==> src/sv/bed_genotype_unpacker_macros.svh <==
// Assertion helpers for the unpacker modules; only bgu_back uses them.
// Each expects signals named clk and rst_n in the module that uses it.
`ifndef BED_GENOTYPE_UNPACKER_MACROS_SVH
`define BED_GENOTYPE_UNPACKER_MACROS_SVH

`define BGU_ASSERT_IMP(label, ante, cons, msg) \
    label: assert property (@(posedge clk) disable iff (!rst_n) (ante) |-> (cons)) \
        else $error(msg);

`define BGU_ASSERT_NEXT(label, ante, cons, msg) \
    label: assert property (@(posedge clk) disable iff (!rst_n) (ante) |=> (cons)) \
        else $error(msg);

`endif

==> src/sv/bgu_pkg.sv <==
package bgu_pkg;

    localparam int DATA_W     = 8;
    localparam int GENO_W     = 2;
    localparam int ROW_IDX_W  = 16;
    localparam int COL_IDX_W  = 24;
    localparam int STATUS_W   = 2;
    localparam int CFG_INDEX_W = 2;
    localparam int CFG_DATA_W = 25;
    localparam int ROWS_REG_W = 17;
    localparam int COLS_REG_W = 25;

    localparam logic [CFG_INDEX_W-1:0] REG_NUM_ROWS = 2'd0;
    localparam logic [CFG_INDEX_W-1:0] REG_NUM_COLS = 2'd1;

    localparam logic [DATA_W-1:0] MAGIC_FIRST  = 8'h6C;
    localparam logic [DATA_W-1:0] MAGIC_SECOND = 8'h1B;

    localparam logic [1:0] HDR_FIRST  = 2'd0;
    localparam logic [1:0] HDR_SECOND = 2'd1;
    localparam logic [1:0] HDR_ORDER  = 2'd2;
    localparam logic [1:0] HDR_DONE   = 2'd3;

    localparam logic [1:0] CODE_LAST_POS = 2'd3;

    localparam logic [STATUS_W-1:0] STATUS_OK        = 2'd0;
    localparam logic [STATUS_W-1:0] STATUS_BAD_MAGIC = 2'd1;
    localparam logic [STATUS_W-1:0] STATUS_TRUNCATED = 2'd2;

    localparam int QUEUE_DEPTH = 2;

    typedef enum logic [1:0] {
        CMD_DATA,
        CMD_BAD_MAGIC,
        CMD_HDR_TRUNC
    } cmd_kind_t;

    typedef struct packed {
        cmd_kind_t         kind;
        logic [DATA_W-1:0] data;
        logic              eof;
    } q_entry_t;

    function automatic logic [GENO_W-1:0] geno_map(input logic [1:0] code);
        logic [GENO_W-1:0] g;
        unique case (code)
            2'd0: g = 2'h2;
            2'd1: g = 2'h3;
            2'd2: g = 2'h1;
            2'd3: g = 2'h0;
            default: g = 2'h0;
        endcase
        return g;
    endfunction

endpackage

==> src/sv/bgu_front.sv <==
module bgu_front
    import bgu_pkg::*;
(
    input  logic              clk,
    input  logic              rst_n,
    input  logic              in_valid,
    output logic              in_ready,
    input  logic [DATA_W-1:0] data_byte,
    input  logic              end_of_file,
    input  logic              push_ready,
    output logic              push_valid,
    output q_entry_t          push_entry,
    output logic              order_row_first
);

    logic [1:0] hdr_count_reg;
    logic [1:0] hdr_count_next;
    logic       order_reg;
    logic       order_next;
    logic       hdr_failed_reg;
    logic       hdr_failed_next;
    logic       accept;
    logic       bad_magic;

    assign in_ready        = push_ready;
    assign accept          = in_valid && push_ready;
    assign order_row_first = order_reg;

    assign bad_magic = ((hdr_count_reg == HDR_FIRST) && (data_byte != MAGIC_FIRST)) ||
                       ((hdr_count_reg == HDR_SECOND) && (data_byte != MAGIC_SECOND));

    always_comb
    begin
        hdr_count_next  = hdr_count_reg;
        order_next      = order_reg;
        hdr_failed_next = hdr_failed_reg;
        push_valid      = 1'b0;
        push_entry.kind = CMD_DATA;
        push_entry.data = data_byte;
        push_entry.eof  = end_of_file;
        priority if (!accept || hdr_failed_reg)
        begin
            push_valid = 1'b0;
        end
        else if (hdr_count_reg != HDR_DONE)
        begin
            if (bad_magic)
            begin
                push_valid      = 1'b1;
                push_entry.kind = CMD_BAD_MAGIC;
                hdr_failed_next = 1'b1;
            end
            else
            begin
                if (hdr_count_reg == HDR_ORDER)
                begin
                    order_next = (data_byte != '0);
                end
                hdr_count_next = hdr_count_reg + 2'd1;
                if (end_of_file)
                begin
                    push_valid      = 1'b1;
                    push_entry.kind = CMD_HDR_TRUNC;
                    hdr_failed_next = 1'b1;
                end
            end
        end
        else
        begin
            push_valid = 1'b1;
        end
    end

    always_ff @(posedge clk or negedge rst_n)
    begin
        if (!rst_n)
        begin
            hdr_count_reg  <= HDR_FIRST;
            order_reg      <= 1'b0;
            hdr_failed_reg <= 1'b0;
        end
        else
        begin
            hdr_count_reg  <= hdr_count_next;
            order_reg      <= order_next;
            hdr_failed_reg <= hdr_failed_next;
        end
    end

endmodule

==> src/sv/bgu_queue.sv <==
module bgu_queue
    import bgu_pkg::*;
(
    input  logic     clk,
    input  logic     rst_n,
    input  logic     push_valid,
    input  q_entry_t push_entry,
    output logic     push_ready,
    output logic     pop_valid,
    output q_entry_t pop_entry,
    input  logic     pop_ready
);

    localparam int PTR_W = (QUEUE_DEPTH > 1) ? $clog2(QUEUE_DEPTH) : 1;
    localparam int CNT_W = $clog2(QUEUE_DEPTH + 1);

    q_entry_t         entries [QUEUE_DEPTH];
    logic [PTR_W-1:0] wr_ptr_reg;
    logic [PTR_W-1:0] wr_ptr_next;
    logic [PTR_W-1:0] rd_ptr_reg;
    logic [PTR_W-1:0] rd_ptr_next;
    logic [CNT_W-1:0] count_reg;
    logic [CNT_W-1:0] count_next;
    logic             do_push;
    logic             do_pop;

    assign push_ready = (count_reg != CNT_W'(QUEUE_DEPTH));
    assign pop_valid  = (count_reg != '0);
    assign pop_entry  = entries[rd_ptr_reg];
    assign do_push    = push_valid && push_ready;
    assign do_pop     = pop_valid && pop_ready;

    always_comb
    begin
        wr_ptr_next = wr_ptr_reg;
        rd_ptr_next = rd_ptr_reg;
        count_next  = count_reg;
        if (do_push)
        begin
            wr_ptr_next = (wr_ptr_reg == PTR_W'(QUEUE_DEPTH - 1)) ? '0 : wr_ptr_reg + PTR_W'(1);
        end
        if (do_pop)
        begin
            rd_ptr_next = (rd_ptr_reg == PTR_W'(QUEUE_DEPTH - 1)) ? '0 : rd_ptr_reg + PTR_W'(1);
        end
        if (do_push && !do_pop)
        begin
            count_next = count_reg + CNT_W'(1);
        end
        else if (do_pop && !do_push)
        begin
            count_next = count_reg - CNT_W'(1);
        end
    end

    always_ff @(posedge clk)
    begin
        if (do_push)
        begin
            entries[wr_ptr_reg] <= push_entry;
        end
    end

    always_ff @(posedge clk or negedge rst_n)
    begin
        if (!rst_n)
        begin
            wr_ptr_reg <= '0;
            rd_ptr_reg <= '0;
            count_reg  <= '0;
        end
        else
        begin
            wr_ptr_reg <= wr_ptr_next;
            rd_ptr_reg <= rd_ptr_next;
            count_reg  <= count_next;
        end
    end

endmodule

==> src/sv/bgu_back.sv <==
`include "bed_genotype_unpacker_macros.svh"

module bgu_back
    import bgu_pkg::*;
#(
    parameter int ROW_CW = 17,
    parameter int COL_CW = 25
)
(
    input  logic                 clk,
    input  logic                 rst_n,
    input  logic                 pop_valid,
    input  q_entry_t             pop_entry,
    output logic                 pop_ready,
    input  logic                 order_row_first,
    input  logic [ROW_CW-1:0]    rows_lim,
    input  logic [COL_CW-1:0]    cols_lim,
    output logic                 out_valid,
    input  logic                 out_ready,
    output logic [GENO_W-1:0]    genotype,
    output logic [ROW_IDX_W-1:0] row_index,
    output logic [COL_IDX_W-1:0] col_index,
    output logic [STATUS_W-1:0]  status,
    output logic                 last_of_byte,
    output logic                 matrix_done
);

    logic              busy_reg;
    logic              busy_next;
    cmd_kind_t         kind_reg;
    cmd_kind_t         kind_next;
    logic [1:0]        pos_reg;
    logic [1:0]        pos_next;
    logic [ROW_CW-1:0] row_cnt_reg;
    logic [ROW_CW-1:0] row_cnt_next;
    logic [COL_CW-1:0] col_cnt_reg;
    logic [COL_CW-1:0] col_cnt_next;
    logic              fin_reg;
    logic              fin_next;
    logic              fail_reg;
    logic              fail_next;
    logic              out_valid_reg;
    logic              out_valid_next;
    logic [DATA_W-1:0] byte_reg;
    logic              eof_reg;

    logic [GENO_W-1:0]    geno_reg;
    logic [ROW_IDX_W-1:0] row_idx_reg;
    logic [COL_IDX_W-1:0] col_idx_reg;
    logic [STATUS_W-1:0]  status_reg;
    logic                 last_reg;
    logic                 done_reg;

    logic [ROW_CW-1:0]    row_inc;
    logic [COL_CW-1:0]    col_inc;
    logic                 row_wrap;
    logic                 col_wrap;
    logic                 line_end;
    logic                 done_w;
    logic [ROW_CW-1:0]    row_step;
    logic [COL_CW-1:0]    col_step;
    logic                 is_data;
    logic                 drop;
    logic                 advance;
    logic                 emit;
    logic                 data_last;
    logic                 item_end;
    logic                 load;

    logic [GENO_W-1:0]    res_geno;
    logic [ROW_IDX_W-1:0] res_row;
    logic [COL_IDX_W-1:0] res_col;
    logic [STATUS_W-1:0]  res_status;
    logic                 res_done;

    assign is_data   = (kind_reg == CMD_DATA);
    assign drop      = is_data && (fin_reg || fail_reg);
    assign advance   = busy_reg && (drop || !out_valid_reg || out_ready);
    assign emit      = advance && !drop;

    assign row_inc  = row_cnt_reg + ROW_CW'(1);
    assign col_inc  = col_cnt_reg + COL_CW'(1);
    assign row_wrap = (row_inc >= rows_lim);
    assign col_wrap = (col_inc >= cols_lim);

    always_comb
    begin
        if (order_row_first)
        begin
            line_end = row_wrap;
            done_w   = row_wrap && col_wrap;
            row_step = row_wrap ? '0 : row_inc;
            col_step = row_wrap ? col_inc : col_cnt_reg;
        end
        else
        begin
            line_end = col_wrap;
            done_w   = col_wrap && row_wrap;
            col_step = col_wrap ? '0 : col_inc;
            row_step = col_wrap ? row_inc : row_cnt_reg;
        end
    end

    assign data_last = line_end || (pos_reg == CODE_LAST_POS);
    assign item_end  = drop || !is_data || data_last;
    assign pop_ready = !busy_reg || (advance && item_end);
    assign load      = pop_valid && pop_ready;

    always_comb
    begin
        res_geno   = '0;
        res_row    = '0;
        res_col    = '0;
        res_status = STATUS_OK;
        res_done   = 1'b0;
        unique case (kind_reg)
            CMD_DATA:
            begin
                res_geno   = geno_map(byte_reg[1:0]);
                res_row    = ROW_IDX_W'(row_cnt_reg);
                res_col    = COL_IDX_W'(col_cnt_reg);
                res_done   = done_w;
                res_status = (data_last && eof_reg && !done_w) ? STATUS_TRUNCATED : STATUS_OK;
            end
            CMD_BAD_MAGIC:
            begin
                res_status = STATUS_BAD_MAGIC;
            end
            CMD_HDR_TRUNC:
            begin
                res_status = STATUS_TRUNCATED;
            end
            default:
            begin
                res_status = STATUS_OK;
            end
        endcase
    end

    always_comb
    begin
        busy_next      = busy_reg;
        kind_next      = kind_reg;
        pos_next       = pos_reg;
        row_cnt_next   = row_cnt_reg;
        col_cnt_next   = col_cnt_reg;
        fin_next       = fin_reg;
        fail_next      = fail_reg;
        out_valid_next = out_valid_reg && !out_ready;
        if (emit)
        begin
            out_valid_next = 1'b1;
        end
        if (emit && is_data)
        begin
            pos_next     = pos_reg + 2'd1;
            row_cnt_next = row_step;
            col_cnt_next = col_step;
            fin_next     = fin_reg || done_w;
            fail_next    = fail_reg || (data_last && eof_reg && !done_w);
        end
        if (advance && item_end)
        begin
            busy_next = 1'b0;
            pos_next  = '0;
        end
        if (load)
        begin
            busy_next = 1'b1;
            kind_next = pop_entry.kind;
            pos_next  = '0;
        end
    end

    always_ff @(posedge clk or negedge rst_n)
    begin
        if (!rst_n)
        begin
            busy_reg      <= 1'b0;
            kind_reg      <= CMD_DATA;
            pos_reg       <= '0;
            row_cnt_reg   <= '0;
            col_cnt_reg   <= '0;
            fin_reg       <= 1'b0;
            fail_reg      <= 1'b0;
            out_valid_reg <= 1'b0;
        end
        else
        begin
            busy_reg      <= busy_next;
            kind_reg      <= kind_next;
            pos_reg       <= pos_next;
            row_cnt_reg   <= row_cnt_next;
            col_cnt_reg   <= col_cnt_next;
            fin_reg       <= fin_next;
            fail_reg      <= fail_next;
            out_valid_reg <= out_valid_next;
        end
    end

    always_ff @(posedge clk)
    begin
        if (load)
        begin
            byte_reg <= pop_entry.data;
            eof_reg  <= pop_entry.eof;
        end
        else if (emit && is_data)
        begin
            byte_reg <= byte_reg >> 2;
        end
        if (emit)
        begin
            geno_reg    <= res_geno;
            row_idx_reg <= res_row;
            col_idx_reg <= res_col;
            status_reg  <= res_status;
            last_reg    <= !is_data || data_last;
            done_reg    <= res_done;
        end
    end

    assign out_valid    = out_valid_reg;
    assign genotype     = geno_reg;
    assign row_index    = row_idx_reg;
    assign col_index    = col_idx_reg;
    assign status       = status_reg;
    assign last_of_byte = last_reg;
    assign matrix_done  = done_reg;

    `BGU_ASSERT_NEXT(a_done_sets_finished, emit && is_data && done_w, fin_reg, "Final element did not stop the stream")
    `BGU_ASSERT_IMP(a_done_is_last, out_valid_reg && done_reg, last_reg, "Final element not marked last of byte")
    `BGU_ASSERT_IMP(a_trunc_is_last, out_valid_reg && (status_reg == STATUS_TRUNCATED), last_reg, "Truncation status on a result that is not last")
    `BGU_ASSERT_IMP(a_pos_needs_busy, pos_reg != 2'd0, busy_reg, "Code position advanced with no byte in hand")

endmodule

==> src/sv/bed_genotype_unpacker.sv <==
// Unpacks a 2-bit packed genotype file taken one byte per request. The first two bytes are
// checked as magic, the third selects the order, and each later byte yields one to four
// genotype results, one per cycle while out_ready is high, each tagged with its row and
// column; a result with status bad magic or truncated ends the stream until reset, and
// after the final matrix element further bytes are taken and dropped. A data byte holds
// the result stage until its last result is passed on, a header byte that ends the stream
// or a dropped byte passes through once, and any other header byte never enters it; that
// single result stage behind a two-entry request queue sets the rate, so the input side
// takes a new byte while earlier results are still being delivered. Both size registers are
// clamped when written: zero acts as one and values above the bounds act as the bounds.
module bed_genotype_unpacker
    import bgu_pkg::*;
#(
    parameter int MAX_ROWS = 65536,
    parameter int MAX_COLS = 16777216
)
(
    input  logic                   clk,
    input  logic                   rst_n,
    input  logic                   cfg_valid,
    output logic                   cfg_ready,
    input  logic [CFG_INDEX_W-1:0] cfg_index,
    input  logic [CFG_DATA_W-1:0]  cfg_data,
    input  logic                   in_valid,
    output logic                   in_ready,
    input  logic [DATA_W-1:0]      data_byte,
    input  logic                   end_of_file,
    output logic                   out_valid,
    input  logic                   out_ready,
    output logic [GENO_W-1:0]      genotype,
    output logic [ROW_IDX_W-1:0]   row_index,
    output logic [COL_IDX_W-1:0]   col_index,
    output logic [STATUS_W-1:0]    status,
    output logic                   last_of_byte,
    output logic                   matrix_done
);

    localparam int ROW_CW = $clog2(MAX_ROWS + 1);
    localparam int COL_CW = $clog2(MAX_COLS + 1);

    logic [ROW_CW-1:0] rows_lim_reg;
    logic [ROW_CW-1:0] rows_lim_next;
    logic [COL_CW-1:0] cols_lim_reg;
    logic [COL_CW-1:0] cols_lim_next;
    logic [31:0]       rows_val;
    logic [31:0]       cols_val;
    logic [31:0]       rows_clamped;
    logic [31:0]       cols_clamped;
    logic              cfg_write;

    logic     push_valid;
    logic     push_ready;
    q_entry_t push_entry;
    logic     pop_valid;
    logic     pop_ready;
    q_entry_t pop_entry;
    logic     order_row_first;

    assign cfg_ready = 1'b1;
    assign cfg_write = cfg_valid && cfg_ready;

    assign rows_val = 32'(cfg_data[ROWS_REG_W-1:0]);
    assign cols_val = 32'(cfg_data[COLS_REG_W-1:0]);

    always_comb
    begin
        priority if (rows_val == 32'd0)
        begin
            rows_clamped = 32'd1;
        end
        else if (rows_val > 32'(MAX_ROWS))
        begin
            rows_clamped = 32'(MAX_ROWS);
        end
        else
        begin
            rows_clamped = rows_val;
        end
        priority if (cols_val == 32'd0)
        begin
            cols_clamped = 32'd1;
        end
        else if (cols_val > 32'(MAX_COLS))
        begin
            cols_clamped = 32'(MAX_COLS);
        end
        else
        begin
            cols_clamped = cols_val;
        end
        rows_lim_next = rows_lim_reg;
        cols_lim_next = cols_lim_reg;
        if (cfg_write && (cfg_index == REG_NUM_ROWS))
        begin
            rows_lim_next = ROW_CW'(rows_clamped);
        end
        if (cfg_write && (cfg_index == REG_NUM_COLS))
        begin
            cols_lim_next = COL_CW'(cols_clamped);
        end
    end

    always_ff @(posedge clk or negedge rst_n)
    begin
        if (!rst_n)
        begin
            rows_lim_reg <= ROW_CW'(1);
            cols_lim_reg <= COL_CW'(1);
        end
        else
        begin
            rows_lim_reg <= rows_lim_next;
            cols_lim_reg <= cols_lim_next;
        end
    end

    bgu_front u_front (
        .clk             (clk),
        .rst_n           (rst_n),
        .in_valid        (in_valid),
        .in_ready        (in_ready),
        .data_byte       (data_byte),
        .end_of_file     (end_of_file),
        .push_ready      (push_ready),
        .push_valid      (push_valid),
        .push_entry      (push_entry),
        .order_row_first (order_row_first)
    );

    bgu_queue u_queue (
        .clk        (clk),
        .rst_n      (rst_n),
        .push_valid (push_valid),
        .push_entry (push_entry),
        .push_ready (push_ready),
        .pop_valid  (pop_valid),
        .pop_entry  (pop_entry),
        .pop_ready  (pop_ready)
    );

    bgu_back #(
        .ROW_CW (ROW_CW),
        .COL_CW (COL_CW)
    ) u_back (
        .clk             (clk),
        .rst_n           (rst_n),
        .pop_valid       (pop_valid),
        .pop_entry       (pop_entry),
        .pop_ready       (pop_ready),
        .order_row_first (order_row_first),
        .rows_lim        (rows_lim_reg),
        .cols_lim        (cols_lim_reg),
        .out_valid       (out_valid),
        .out_ready       (out_ready),
        .genotype        (genotype),
        .row_index       (row_index),
        .col_index       (col_index),
        .status          (status),
        .last_of_byte    (last_of_byte),
        .matrix_done     (matrix_done)
    );

endmodule

==> config.mk <==
export PLATFORM = sky130hd
export DESIGN_NAME = bed_genotype_unpacker
export DESIGN_NICKNAME = d
export VERILOG_FILES = /design/src/sv/bgu_pkg.sv /design/src/sv/bgu_front.sv /design/src/sv/bgu_queue.sv /design/src/sv/bgu_back.sv /design/src/sv/bed_genotype_unpacker.sv
export VERILOG_INCLUDE_DIRS = /design/src /design/src/sv
export SDC_FILE = /design/constraint.sdc
export NUM_CORES = 1
export LEC_CHECK = 0
export BUFFER_PORTS_ARGS = -buffer_cell sky130_fd_sc_hd__buf_4
export CAP_MARGIN = 40
export CORE_ASPECT_RATIO = 0.75
export CORE_MARGIN = 2
export CORE_UTILIZATION = 55
export DETAILED_ROUTE_END_ITERATION = 8
export PLACE_DENSITY = 0.74
export SLEW_MARGIN = 25
export SYNTH_ARGS = -nofsm -noshare
export SYNTH_HDL_FRONTEND = slang
export SYNTH_SLANG_ARGS = --single-unit
==> constraint.sdc <==
create_clock -name clk -period 5.6 [get_ports clk]
set_clock_uncertainty 0.2 [all_clocks]
set_input_delay 0.84 -clock clk [delete_from_list [all_inputs] [get_ports clk]]
set_output_delay 0.84 -clock clk [all_outputs]
set_load 0.1 [all_outputs]
==> flow_summary.ini <==
[run_status]
run_status = finished clean

[setup_path]
path_buf_inv = 1
worstSetupPathType = register to register
max_stage_delay_ps = 470
crit_path_top_delay_cell = dfrtp_1
regToRegSetupSlack_ps = 740
reg2reg_to = u_queue.count_reg[1]
critPathRequiredTime_ps = 5750
setup.worst_path.start_class = register
timing.rr.start = u_back.col_cnt_reg[2]
critical_path_peak_fanout = 16
reg2regPathDepth = 18
critPathArrivalTime_ps = 5020
cpLargestDelayFamily = simple AND/OR/NAND/NOR gates
crit_chain = and4_1, nand4_1, nor2_1, and3_1, nand3_1, xnor2_1, ha_1, nand4_1, nor4_1, o21ai_1, a31oi_4, o2bb2ai_2, a21oi_4, inv_1, ha_1, xor2_1, nor2_1, xor2_1
critPathCaptureType = register

[yosys]
avgSynthCellArea_sq_um = 11.4
yosysTopAreaCell = dfrtp_1
synth-seq-cells = 177
ys.warnings.count = 0
synth_top_area_share_pct = 27.8
postSynthCellCount = 773
synth_nets = 866
async_reset_ff_share_pct = 56.5
synth_edf_count = 77
synth.top_cells.by_area = dfrtp_1 28%, edfxtp_1 26%, ha_1 7.4%, a22o_1 5.1%, inv_1 3.2%
yosysSeqAreaShare_pct = 54.7
ys_types = 59
synth.cell_area_sq_um = 8810
synth-main-ff-cell = dfrtp_1

[clock_network]
clockRootBuffer = clkbuf_16
cts_htree_levels = 4
clkLatencyLatePin_ps = 430
cts_hold_repair.buffers = 0
ctsResizeCount = 0
cts_buffers = 17
cts_buffer_depth = 2
cts_tree = done
path_clk_slew_ps = 70
cts_sinks = 177
postCtsSetupBuffers = 0

[timing]
worst-slew-pin-transition_ps = 800
min_period_over_period_pct = 86.8
finalHoldViolations = 0
finalSetupViolations = 0
hold_slack_ps = 179
final.setup.tns_ps = 0
timing.fmax_mhz = 206
final.setup.worst_slack_ps = 738
rsz0062_at_grt = false
slew_headroom_pct = 46.7
drv_slew = 0
min_period_ps = 4860

[global_routing]
grt_pass1_vias = 6040
grt_overflow_total = 0
antenna_found_initial = 0
grt_pass1_wl_um = 30100
grt_max_degree = 64
grt_usage_pct = 22.9

[detailed_routing]
dr.first_iter.drc_count = 563
post-route-drc-count = 0
routed_wl_um = 18400
vias_per_cell = 5.61
ant_nets = 0
avgRoutedWirePerCell_um = 16.9
vias = 6097
dr.pass1.iters = 7

[final_layout]
synthToLayoutAreaGrowth_pct = 16.8
fin_nets = 957
layout_commonest_cell = buf_4
design_area_sq_um = 10300
diodes = 0
final_cell_mix = 99 x buf_4, 98 x dfrtp_1, 77 x edfxtp_1, 75 x inv_1, 54 x nand2_1
drive_gt1_share_pct = 18.9

[floorplan]
start_util_pct = 55.6
rows = 40
die-area_sq_um = 17100
die_h_um = 114
die_w_um = 150
pin_count = 90
core_area_sq_um = 15900

[power]
p_int_mw = 2.92
p_switching_mw = 2.56
clockPowerShare_pct = 20.8
swShare_pct = 46.7
ir_drop_v = 0.000298
power_density_nw_per_um2 = 533
power_leakage_nw = 4.64
p_seq_share_pct = 35.2
comb_power_share_pct = 44.0

[place]
portBuffers = 88
place_worst_setup_slack_ps = 857
gp_congestion = 0.899
hpwl_um = 13100
place_area_sq_um = 9690

[min_path]
hold_path.class = primary input to asynchronous set/reset pin

[job]
maxCapViolations = 0
power groups by stage:
stage | Clock, mW | Sequential [mW] | Combinational [mW]
6_report | 1.14 | 1.93 | 2.42
5_1_grt | 1.21 | 1.97 | 2.55
4_1_cts | 1.16 | 1.94 | 2.42
3_5_place_dp | 0 | 1.96 | 2.41
3_3_place_gp | 0 | 1.94 | 2.36
2_1_floorplan | 0 | 3.10 | 0.744
logic make-up (layout without fill, tap and decap cells):
group	count (synthesis)	count (layout)	share of synthesized area, %
buffers and inverters	105	209	4.80
AND/OR/NAND/NOR	231	231	13.6
multiplexers	27	27	3.36
AO/OA/AOI/OAI	136	136	11.7
other	1	1	0.0425
adder cells (fa/ha/maj)	52	52	7.38
XOR/XNOR	44	44	4.37
flip-flops	177	177	54.7
how the worst max path moves through the flow:
stage | from | end | slack (ps) | depth (start not counted)
after global placement | u_back.col_cnt_reg[2] | u_queue.count_reg[1] | 1070 | 18
after global routing | u_back.col_cnt_reg[2] | u_queue.count_reg[1] | 300 | 18
final | u_back.col_cnt_reg[2] | u_queue.count_reg[1] | 740 | 18
after CTS | u_back.col_cnt_reg[2] | u_queue.count_reg[1] | 780 | 18
after floorplan | u_back.col_cnt_reg[2] | u_queue.count_reg[1] | 1540 | 20
after detailed placement | u_back.col_cnt_reg[2] | u_queue.count_reg[1] | 860 | 18
metal layers:
metal	GRT usage, %	wire length (um)
met3	5.60	1120
met5	0	0
met1	31.9	8490
met2	35.9	8480
met4	6.86	293
worst reg2reg max path: cells and delay by family (launching register included):
kind	cells	cell delay (ps)
AND/OR/NAND/NOR	8	2050
AO/OA/AOI/OAI	4	1000
adder cells (fa/ha/maj)	2	490
XOR/XNOR	3	470
flip-flops	1	470
buffers and inverters	1	100
through the flow:
step	std cells	power [mW]	util (%)
finish	1087	5.49	64.9
floorplan	773	3.84	-
CTS	1085	5.51	64.6
global route	1087	5.72	64.9
detailed placement	1053	4.37	61.1
global placement	1050	4.30	61.0
Yosys cell counts (all sizes together) (2+ instances only):
master	n
a211oi	2
a21o	5
a21oi	30
a22o	51
and2	41
and3	9
and4	3
buf	12
clkbuf	18
dfrtp	98
dfstp	2
edfxtp	77
ha	52
inv	75
mux2	18
mux2i	9
nand2	54
nand2b	8
nand3	33
nand3b	2
nand4	12
nand4b	4
nor2	37
nor2b	7
nor3	3
nor4	8
o21ai	17
o21bai	4
o2bb2ai	2
o31ai	16
or2	2
or3	2
or4	3
xnor2	31
xor2	13
layout make-up:
type	count	area, sq um
clock buffer	17	425
clock inverter	15	134
fill	1198	5570
inverter	75	282
multi-input combinational	491	3580
sequential	177	4820
tap	210	263
timing repair buffer	102	791
No activity file was read; power rests on OpenSTA's default activity.
